`config.mk`:
```
export PLATFORM = sky130hd
export DESIGN_NAME = sbi_ram
export DESIGN_NICKNAME = d
export VERILOG_FILES = /design/src/rtl/stack_bytecode_interpreter_macros.svh /design/src/rtl/sbi_ram.sv
export SDC_FILE = /design/constraint.sdc
export NUM_CORES = 1
export LEC_CHECK = 0
export BUFFER_PORTS_ARGS = -buffer_cell sky130_fd_sc_hd__buf_2
export CAP_MARGIN = 20
export CORE_MARGIN = 1.5
export CORE_UTILIZATION = 50
export DETAILED_ROUTE_END_ITERATION = 6
export PLACE_DENSITY = 0.68
export SYNTH_ARGS = -nofsm -noshare
export SYNTH_HDL_FRONTEND = slang
export SYNTH_SLANG_ARGS = --single-unit
```
`constraint.sdc`:
```
create_clock -name clk -period 3.81 [get_ports clk]
set_input_delay 0.762 -clock clk [delete_from_list [all_inputs] [get_ports clk]]
set_output_delay 0.762 -clock clk [all_outputs]
set_load 0.02 [all_outputs]
```
`src/rtl/stack_bytecode_interpreter_macros.svh`:
```
// ----------------------------------------------------------------------------
// stack bytecode interpreter assertion macros
// shared property wrappers, sampled on clk with reset held off
// ----------------------------------------------------------------------------
`ifndef STACK_BYTECODE_INTERPRETER_MACROS_SVH
`define STACK_BYTECODE_INTERPRETER_MACROS_SVH

// same-cycle implication
`define SBI_ASSERT_IMP(label, ante, cons, msg) \
	label: assert property (@(posedge clk) disable iff (!arst_n) (ante) |-> (cons)) \
		else $error(msg);

// next-cycle implication
`define SBI_ASSERT_NXT(label, ante, cons, msg) \
	label: assert property (@(posedge clk) disable iff (!arst_n) (ante) |=> (cons)) \
		else $error(msg);

`endif

```
`src/rtl/sbi_ram.sv`:
```
// ----------------------------------------------------------------------------
// sbi_ram
// simple dual-port ram, one write port, one registered read port
// ----------------------------------------------------------------------------
`timescale 1ns / 1ps
`default_nettype none

module sbi_ram #(
	parameter int WIDTH = 32,
	parameter int DEPTH = 16
) (
	input  wire logic                     clk,
	input  wire logic                     we,
	input  wire logic [$clog2(DEPTH)-1:0] waddr,
	input  wire logic [WIDTH-1:0]         wdata,
	input  wire logic                     re,
	input  wire logic [$clog2(DEPTH)-1:0] raddr,
	output      logic [WIDTH-1:0]         rdata
);

	logic [WIDTH-1:0] mem [DEPTH];

	// read returns the old contents on a same-address write
	always_ff @(posedge clk) begin
		if (we) begin
			mem[waddr] <= wdata;
		end
		if (re) begin
			rdata <= mem[raddr];
		end
	end

endmodule

`default_nettype wire

```
Word-level counts from Yosys, hierarchy flattened
Memories as Yosys holds them, arrays and structs flattened. A register that Yosys moved wholly into a read port is not among the register bits.
Cells that the tools add are included.
- register bits after elaboration: 0
- bits in writable memories: 512
- output and inout bits: 32
- memories kept: 1
- memory list (memory ; words ; width ; rd ports ; clocked after Yosys merged registers in ; write ports ; RTL line ; RTL):
    mem ; 16 ; 32 ; 1 ; 1 ; 1 ; sbi_ram.sv:21 ; logic [WIDTH-1:0] mem [DEPTH];
- muxes and demuxes: 2
- operators by type and width (kind ; count):
    1-bit two-way mux ; 2

Longest topological paths before layout
Gate-level depths: netlist of the first run.
- depth in word-level cells: 2
- mapped depth: 5

Worst setup path before layout of the first run
No wires, ideal clock.
- kind: in2reg
- start point: input waddr[2]
- end point: memory mem[0][0], enable pin
- data arrival time: 3.480 ns
- path slack: -0.132 ns
- stages: 2
- buffers on the path: 0
- cells stage by stage: or3b_2 -> nor3_1
- RTL lines (item ; RTL line ; RTL):
    start, declared ; sbi_ram.sv:14 ; input wire logic [$clog2(DEPTH)-1:0] waddr,
    end, declared ; sbi_ram.sv:21 ;
Straight into the memory's write port.

==> results of run 1 <==
[area by class of cell]
| class | count | share of cell area, % |
|---|---|---|
| multi-input combinational | 251 | 16.3 |
| timing repair buffer | 104 | 3.18 |
| clock buffer | 64 | 5.93 |
| tap | 525 | 2.85 |
| clock inverter | 32 | 0.879 |
| sequential | 544 | 70.9 |
[layout by cell type, fill, tap and decap left out, drive strengths merged, types with 3 or more instances in the layout]
cell	instances
nor3	4
buf	103
nand2	33
a22oi	64
clkinvlp	3
edfxtp	544
mux4	128
nor2	13
clkinv	26
clkbuf	65
[metal layers]
metal	vias up	GRT usage [%]	wire length (um)
met3	62	3.95	2750
met1	4948	28.3	16900
met2	335	34.5	21200
li1	3840	-	-
met4	2	5.48	758
met5	-	0	13
[worst max-delay path by stage]
stage / from / to / slack [ns] / depth (start not counted)
after floorplan: waddr[2] / mem[8][0]$_DFFE_PP_ / 0.17 / 2
after global placement: raddr[0] / rdata[23]$_DFFE_PP_ / 1.11 / 5
after detailed placement: raddr[0] / rdata[27]$_DFFE_PP_ / 1.12 / 5
after CTS: raddr[0] / rdata[17]$_DFFE_PP_ / 1.75 / 5
after global routing: raddr[0] / rdata[18]$_DFFE_PP_ / 1.63 / 5
final: raddr[0] / rdata[20]$_DFFE_PP_ / 1.75 / 5
[sequential cells by signal (all words and copies together) (netlist names)]
register and flops:
rdata 32, mem 512
[per-stage QoR]
step / utilization, % / cell area (sq um) / instances
detailed placement: 54.1 / 21500 / 1424
CTS: 58.0 / 23100 / 1520
global placement: 54.1 / 21500 / 1424
finish: 58.0 / 23100 / 1520
floorplan: - / 20200 / 838
global route: 58.0 / 23100 / 1520
[worst max-delay path: cells and delay by family]
kind	cells	cell delay, ns
simple gates	1	0.09
buf+inv	2	0.70
compound gates	1	0.22
mux	1	0.56
[power groups by stage]
stage	clock network, uW	registers, uW	logic, uW
finish	4790	6780	609
global route	5110	6790	659
CTS	4880	6780	621
detailed placement	0	6910	620
global placement	0	6900	608
floorplan	0	6940	322
[cells by family (layout without fill, tap and decap cells)]
family / Yosys count / after routing / share of synthesized area (%)
flops: 544 / 544 / 81.0
mux: 128 / 128 / 14.3
compound gates: 64 / 64 / 2.38
simple gates: 59 / 59 / 1.25
buf+inv: 43 / 200 / 1.10
==> tab_implementation.tex, run 1 <==
\begin{tabular}{lr}
\hline
Metric & Value \\
\hline
\multicolumn{2}{l}{\textbf{Status}} \\
\quad Outcome & completed \\
\multicolumn{2}{l}{\textbf{Clock tree}} \\
\quad Post\_cts resized & 0 \\
\quad CTS Root Buffer Type & sky130\_fd\_sc\_hd\_\_clkbuf\_16 \\
\quad Clock slew at the register clock pins of the worst setup and hold paths & $\sim$0.06 ns \\
\quad Worst-Skew Late Latency & 0.58 ns \\
\quad Maximum buffer depth of the clock tree & 3 \\
\quad Number of buffers created by CTS & 53 \\
\quad CTS Hold Buffers Added & 0 \\
\quad Clock tree from TritonCTS & done \\
\quad Clk sinks & 544 \\
\quad Count of buffers added by post-CTS timing repair for setup & 0 \\
\quad CTS HTree Levels & 2 \\
\multicolumn{2}{l}{\textbf{Layout}} \\
\quad Ant diodes & 0 \\
\quad Filler cells & $\sim$2800 \\
\quad Share of layout cells above drive strength 1 & 32.5\% \\
\quad Area added between synthesis and finish & 14.3\% \\
\quad Footprint of the multi-input gates & 0.00376 sq mm \\
\quad Final-stage net count & 997 \\
\quad Area taken by flip-flops and latches & 0.0163 sq mm \\
\multicolumn{2}{l}{\textbf{Pwr}} \\
\quad Net Sw Power & 2520 uW \\
\quad Leakage power & 0.00733 uW \\
\quad Part of the power in combinational logic & 5.0\% \\
\quad Maximum resistive drop on vdd & 0.331 mV \\
\quad Switching power as a share of total power & 20.7\% \\
\quad Power per standard cell area & 528 mW/mm\^{}2 \\
\quad Power share of the clock group & a little under 40\% \\
\quad Internal cell power & 9660 uW \\
\quad Register share of total power & 55.7\% \\
\quad Total chip power & 12200 uW \\
\multicolumn{2}{l}{\textbf{STA}} \\
\quad Worst max-slew margin expressed relative to the limit & 27.8\% \\
\quad Max Clock Skew & 0.0124 ns \\
\quad Final Hold Violating Endpoints & 0 \\
\quad RSZ-0062 raised after global routing & false \\
\quad Tcrit/Tclk final & 53.9\% \\
\quad Least-Margin Pin Slew & 1.08 ns \\
\quad Setup WS post-layout & 1.75 ns \\
\quad Number of setup violations in the final report & 0 \\
\quad Pins over their slew limit & 0 \\
\quad Shortest clock period the worst path allows after layout & 2.06 ns \\
\quad Maximum achievable frequency & between 0.4 and 0.5 GHz \\
\quad Worst hold slack across all endpoints & roughly 0.55 ns \\
\quad Total negative setup slack & 0 ns \\
\multicolumn{2}{l}{\textbf{Logic synthesis}} \\
\quad Flops \& latches, synth & 544 \\
\quad Share of synthesized registers carrying an async set or reset & 0\% \\
\quad Proportion of synthesized chip area in sequential cells & 81.0\% \\
\quad Cell accounting for the most synthesized area & sky130\_fd\_sc\_hd\_\_edfxtp\_1 \\
\quad Number of unique standard cell types used by synthesis & 17 \\
\quad EDFF count, synth & approximately 540 \\
\quad Primary flip-flop cell chosen by synthesis mapping & sky130\_fd\_sc\_hd\_\_edfxtp\_1 \\
\quad Most frequent cell after synthesis & sky130\_fd\_sc\_hd\_\_edfxtp\_1 \\
\quad Nets in the synthesized netlist & 881 \\
\quad Post-synthesis cell area & 0.0202 sq mm \\
\quad Area contributors post-synth & sky130\_fd\_sc\_hd\_\_edfxtp\_1, sky130\_fd\_sc\_hd\_\_mux4\_2, sky130\_fd\_sc\_hd\_\_a22oi\_1, sky130\_fd\_sc\_hd\_\_nand2\_1, sky130\_fd\_sc\_hd\_\_buf\_4 \\
\quad Syn. warnings & 0 \\
\quad Commonest cells post-synth & sky130\_fd\_sc\_hd\_\_edfxtp\_1, sky130\_fd\_sc\_hd\_\_mux4\_2, sky130\_fd\_sc\_hd\_\_a22oi\_1 \\
\quad Synthesized area per cell & 24.1 sq um \\
\quad Yosys top cell area share & between 80\% and 90\% \\
\quad Synth Instances & 838 \\
\multicolumn{2}{l}{\textbf{Critical path}} \\
\quad Reg-to-reg critical path endpoint & rdata[20]\$\_DFFE\_PP\_ \\
\quad Data arrival at the endpoint of the critical path & 2.38 ns \\
\quad Chain of cells forming the critical path & clkbuf\_8 -> buf\_4 -> mux4\_2 -> a22oi\_1 -> nand2\_1 \\
\quad Cell depth of the worst flop-to-flop path & 3 \\
\quad Critical Path Fanout Max & 22 \\
\quad R2r setup slk & roughly 2.3 ns \\
\quad CP max-delay cell & sky130\_fd\_sc\_hd\_\_mux4\_2 \\
\quad Slowest cell delay on critical path & 0.56 ns \\
\quad Critical path endpoint category & flip-flop \\
\quad Sort of element at the start of the critical path & primary input \\
\quad Start-to-end type of the worst setup path & in2reg \\
\quad Data required, critical path & 4.13 ns \\
\quad Startpoint of the most critical register-to-register path & mem[2][20]\$\_DFFE\_PP\_ \\
\multicolumn{2}{l}{\textbf{Global route}} \\
\quad Vias in the first global route & approximately 9600 \\
\quad Total congestion overflow after global routing & 0 \\
\quad Pin count of the biggest net entering global routing & 51 \\
\quad Number of antenna violations at the first check in global routing & 1 \\
\quad Overall routing resource usage & 20.7\% \\
\quad Global-route wire length before repair & 61.7 mm \\
\multicolumn{2}{l}{\textbf{Min path}} \\
\quad HP Start & wdata[27] \\
\quad Worst hold path depth & 1 \\
\quad Class of the tightest hold or removal check & in2reg \\
\quad Worst Hold End & mem[8][27]\$\_DFFE\_PP\_ \\
\multicolumn{2}{l}{\textbf{Placed design}} \\
\quad Final weighted congestion in routability-driven placement & around 0.7 \\
\quad Dpl hpwl & 21.5 mm \\
\quad Setup slack at placement & $\sim$1.1 ns \\
\quad PortBufs & 74 \\
\multicolumn{2}{l}{\textbf{Detailed routing}} \\
\quad Wire length after detailed routing & 41.6 mm \\
\quad Residual DRC count & 0 \\
\quad Mean routed wirelength per cell & approximately 27 um \\
\quad Vias after detailed routing & 9187 \\
\quad Iter 0 DRT Violations & slightly above 800 \\
\quad Vias per cell & 6.04 \\
\quad Total iterations of the first detailed-routing run & 5 \\
\quad Antenna-violating nets left & 0 \\
\multicolumn{2}{l}{\textbf{Die}} \\
\quad Die Wd & 204 um \\
\quad Floorplan Core Area & 0.0397 sq mm \\
\quad Number of placed I/O pins & 75 \\
\quad Starting density of the core & 50.8\% \\
\quad Die area & between 0.04 and 0.05 sq mm \\
\quad Y dimension of the die & 204 um \\
\quad Number of cell rows & 73 \\
\multicolumn{2}{l}{\textbf{Job}} \\
\quad Max Cap Viol & 0 \\
\hline
\end{tabular}
No activity file was read; power rests on OpenSTA's default activity.
==> run 2, diff against run 1 <==
==> constraint.sdc (replaced) <==
create_clock -name clk -period 1.75 [get_ports clk]
set_input_delay 0.35 -clock clk [delete_from_list [all_inputs] [get_ports clk]]
set_output_delay 0.35 -clock clk [all_outputs]
set_load 0.02 [all_outputs]
==> run 2 against run 1 <==
Effect of this change: register-to-register slack worse by 2.0 ns; sequential share of layout area decreased by 2.7 points; power up 120%; core utilization rose by 2.3 points; hold slack got worse by 0.43 ns; clock skew up 0.0011 ns; worst setup slack worse by 1.6 ns; largest power group unchanged; flip-flop and latch count is the same; global-route usage increased by 0.67 points.
==> tab_implementation.tex, run 2 (synthesized netlist as in run 1, its figures left out) <==
\begin{tabular}{lr}
\hline
Metric & Value \\
\hline
\multicolumn{2}{l}{\textbf{STA}} \\
\quad RSZ-0062 raised after global routing & false (unchanged) \\
\quad Max Clock Skew & 0.0135 ns (was 0.0124 ns) \\
\quad Total negative setup slack & 0 ns (unchanged) \\
\quad Shortest clock period the worst path allows after layout & 1.56 ns \\
\quad Number of setup violations in the final report & 0 (unchanged) \\
\quad Maximum achievable frequency & 0.641 GHz \\
\quad Worst max-slew margin expressed relative to the limit & 28.6\% (was 27.8\%) \\
\quad Tcrit/Tclk final & just under 90\% \\
\quad Pins over their slew limit & 0 (unchanged) \\
\quad Least-Margin Pin Slew & 1.07 ns (was 1.08 ns) \\
\quad Final Hold Violating Endpoints & 0 (unchanged) \\
\multicolumn{2}{l}{\textbf{Layout}} \\
\quad Share of layout cells above drive strength 1 & 36.3\% (was 32.5\%) \\
\quad Register bank with the most flops & mem (unchanged) \\
\quad Commonest cells after routing, fill and taps aside & sky130\_fd\_sc\_hd\_\_edfxtp\_1, sky130\_fd\_sc\_hd\_\_mux4\_2, sky130\_fd\_sc\_hd\_\_buf\_2 (unchanged) \\
\quad Core utilization of the finished layout & 60.3\% (was 58.0\%) \\
\quad Commonest non-fill, non-tap cell in the layout & sky130\_fd\_sc\_hd\_\_edfxtp\_1 (unchanged) \\
\quad Flip-flop count of the largest register after layout & 512 (unchanged) \\
\quad Ant diodes & 0 (unchanged) \\
\quad Final-stage net count & 1053 (was 997) \\
\quad Area added between synthesis and finish & 18.8\% (was 14.3\%) \\
\quad Largest registers & mem: 512 flops, rdata: 32 flops (unchanged) \\
\quad Filler cells & 2713 (was 2814) \\
\multicolumn{2}{l}{\textbf{Global route}} \\
\quad Vias in the first global route & 9772 (was 9569) \\
\quad Overall routing resource usage & 21.4\% (was 20.7\%) \\
\quad Pin count of the biggest net entering global routing & 33 (was 51) \\
\quad Number of antenna violations at the first check in global routing & 3 (was 1) \\
\quad Global-route wire length before repair & 63.3 mm (was 61.7 mm) \\
\quad Total congestion overflow after global routing & 0 (unchanged) \\
\multicolumn{2}{l}{\textbf{Detailed routing}} \\
\quad Mean routed wirelength per cell & 26.9 um (was 27.4 um) \\
\quad Total iterations of the first detailed-routing run & 7 (was 5) \\
\quad Iter 0 DRT Violations & 864 (was 824) \\
\quad Vias after detailed routing & 9301 (was 9187) \\
\quad Vias per cell & 5.90 (was 6.04) \\
\quad Antenna-violating nets left & 0 (unchanged) \\
\quad Wire length after detailed routing & 42.4 mm (was 41.6 mm) \\
\quad Residual DRC count & 0 (unchanged) \\
\multicolumn{2}{l}{\textbf{Critical path}} \\
\quad Cell depth of the worst flop-to-flop path & 3 (unchanged) \\
\quad Start-to-end type of the worst setup path & reg2out (was in2reg) \\
\quad Chain of cells forming the critical path & buf\_2 (was clkbuf\_8 -> buf\_4 -> mux4\_2 -> a22oi\_1 -> nand2\_1) \\
\quad Sort of element at the start of the critical path & flip-flop (was primary input) \\
\quad Data arrival at the endpoint of the critical path & 1.21 ns (was 2.38 ns) \\
\quad Startpoint of the most critical register-to-register path & mem[3][1]\$\_DFFE\_PP\_ (was mem[2][20]\$\_DFFE\_PP\_) \\
\quad Slowest cell delay on critical path & 0.44 ns (was 0.56 ns) \\
\quad Combined buffer and inverter count along the critical path & 1 (was 2) \\
\quad CP max-delay cell & sky130\_fd\_sc\_hd\_\_edfxtp\_1 (was sky130\_fd\_sc\_hd\_\_mux4\_2) \\
\quad Kind of cell adding the most delay to the critical path & flip-flops (was buffers and inverters) \\
\quad Data required, critical path & 1.40 ns (was 4.13 ns) \\
\quad Critical path endpoint category & primary output (was flip-flop) \\
\quad Critical Path Fanout Max & 1 (was 22) \\
\quad Reg-to-reg critical path endpoint & rdata[1]\$\_DFFE\_PP\_ (was rdata[20]\$\_DFFE\_PP\_) \\
\quad R2r setup slk & 0.28 ns (was 2.32 ns) \\
\multicolumn{2}{l}{\textbf{Min path}} \\
\quad HP Start & wdata[27] (unchanged) \\
\quad Worst hold path depth & 1 (unchanged) \\
\quad Worst Hold End & mem[14][27]\$\_DFFE\_PP\_ (was mem[8][27]\$\_DFFE\_PP\_) \\
\quad Class of the tightest hold or removal check & in2reg (unchanged) \\
\multicolumn{2}{l}{\textbf{Die}} \\
\quad Floorplan Core Area & 0.0397 sq mm (unchanged) \\
\quad Number of placed I/O pins & 75 (unchanged) \\
\quad Die area & 0.0416 sq mm (unchanged) \\
\quad Die Wd & 204 um (unchanged) \\
\quad Number of cell rows & 73 (unchanged) \\
\quad Starting density of the core & 50.8\% (unchanged) \\
\quad Y dimension of the die & 204 um (unchanged) \\
\multicolumn{2}{l}{\textbf{Clock tree}} \\
\quad CTS Hold Buffers Added & 0 (unchanged) \\
\quad CTS Root Buffer Type & sky130\_fd\_sc\_hd\_\_clkbuf\_16 (unchanged) \\
\quad Maximum buffer depth of the clock tree & 3 (unchanged) \\
\quad Clk sinks & 544 (unchanged) \\
\quad Clock tree from TritonCTS & done (unchanged) \\
\quad Number of buffers created by CTS & 53 (unchanged) \\
\quad Worst-Skew Late Latency & 0.59 ns (was 0.58 ns) \\
\quad Post\_cts resized & 0 (unchanged) \\
\quad Clock slew at the register clock pins of the worst setup and hold paths & 0.06 ns (about the same) \\
\quad CTS HTree Levels & 2 (unchanged) \\
\quad Count of buffers added by post-CTS timing repair for setup & 0 (unchanged) \\
\multicolumn{2}{l}{\textbf{Pwr}} \\
\quad Leakage power & 0.00778 uW (was 0.00733 uW) \\
\quad Maximum resistive drop on vdd & 1.05 mV (was 0.331 mV) \\
\quad Power per standard cell area & 1130 mW/mm\^{}2 (was 528 mW/mm\^{}2) \\
\quad Total chip power & 27000 uW (was 12200 uW) \\
\multicolumn{2}{l}{\textbf{Placed design}} \\
\quad Final weighted congestion in routability-driven placement & 0.710 (was 0.700) \\
\quad Dpl hpwl & 24.3 mm (was 21.5 mm) \\
\quad PortBufs & 74 (unchanged) \\
\multicolumn{2}{l}{\textbf{Job}} \\
\quad Max Cap Viol & 0 (unchanged) \\
\multicolumn{2}{l}{\textbf{Status}} \\
\quad Outcome & completed (unchanged) \\
\hline
\end{tabular}
[run 2: cell types whose count changed in the layout (fill, tap and decap cells not counted), sizes merged]
cell,before,now
buf,103,159
bufinv,2,4
clkbuf,65,68
clkinv,26,23
clkinvlp,3,1
inv,1,2
[run 2: routing by layer]
| layer | share of wire, % | vias up | global-route usage [%] |
|---|---|---|---|
| li1 | - | 3953 | - |
| met5 | 0.087 | - | 0 |
| met3 | 6.9 | 76 | 4.45 |
| met4 | 2.0 | 6 | 5.19 |
| met1 | 40 | 4932 | 28.8 |
| met2 | 51 | 334 | 36.1 |
[run 2: how the worst max path moves through the flow]
| stage | depth (start not counted) | end | from | slack [ns] |
|---|---|---|---|---|
| 3_5_place_dp | 6 | rdata[1]$_DFFE_PP_ | raddr[0] | -0.25 |
| 4_1_cts | 1 | rdata[30] | rdata[30]$_DFFE_PP_ | 0.14 |
| 5_1_grt | 1 | rdata[30] | rdata[30]$_DFFE_PP_ | 0.13 |
| 6_report | 1 | rdata[30] | rdata[30]$_DFFE_PP_ | 0.19 |
| 2_1_floorplan | 2 | mem[0][0]$_DFFE_PP_ | waddr[2] | -0.31 |
| 3_3_place_gp | 6 | rdata[1]$_DFFE_PP_ | raddr[0] | -0.22 |
[run 2: report_power, final]
part           switching (uW)  total [uW]  leakage, uW  internal [uW]
sequential               82.5       14800      0.00494          14700
combinational             836        1480      0.00204            647
clock                    4650       10800     0.000800           6150
total                    5570       27000      0.00778          21500
[run 2: metrics by stage]
step | instances | setup WS, ns | cell area [sq um] | hold WS (ns)
2_1_floorplan | 838 | -0.309 | 20300 | 0.449
3_3_place_gp | 1480 | -0.216 | 22300 | 0.718
3_5_place_dp | 1480 | -0.252 | 22300 | 0.730
4_1_cts | 1577 | 0.144 | 24000 | 0.0927
5_1_grt | 1577 | 0.133 | 24000 | 0.113
6_report | 1577 | 0.191 | 24000 | 0.124
[run 2: cell type report]
class	instances	area, sq um	area share (%)
clock buffers	67	1380	5.75
clock inverters	30	246	1.03
multi-input cells	251	3790	15.8
flip-flops and latches	544	16300	68.1
well taps	525	657	2.74
repair buffers	160	1570	6.53
[run 2: worst reg2reg max path, delay by kind of cell (launching register included)]
kind,cells,cell delay (ns)
AO/OA/AOI/OAI,1,0.26
flip-flops,1,0.36
AND/OR/NAND/NOR,1,0.11
multiplexers,1,0.48
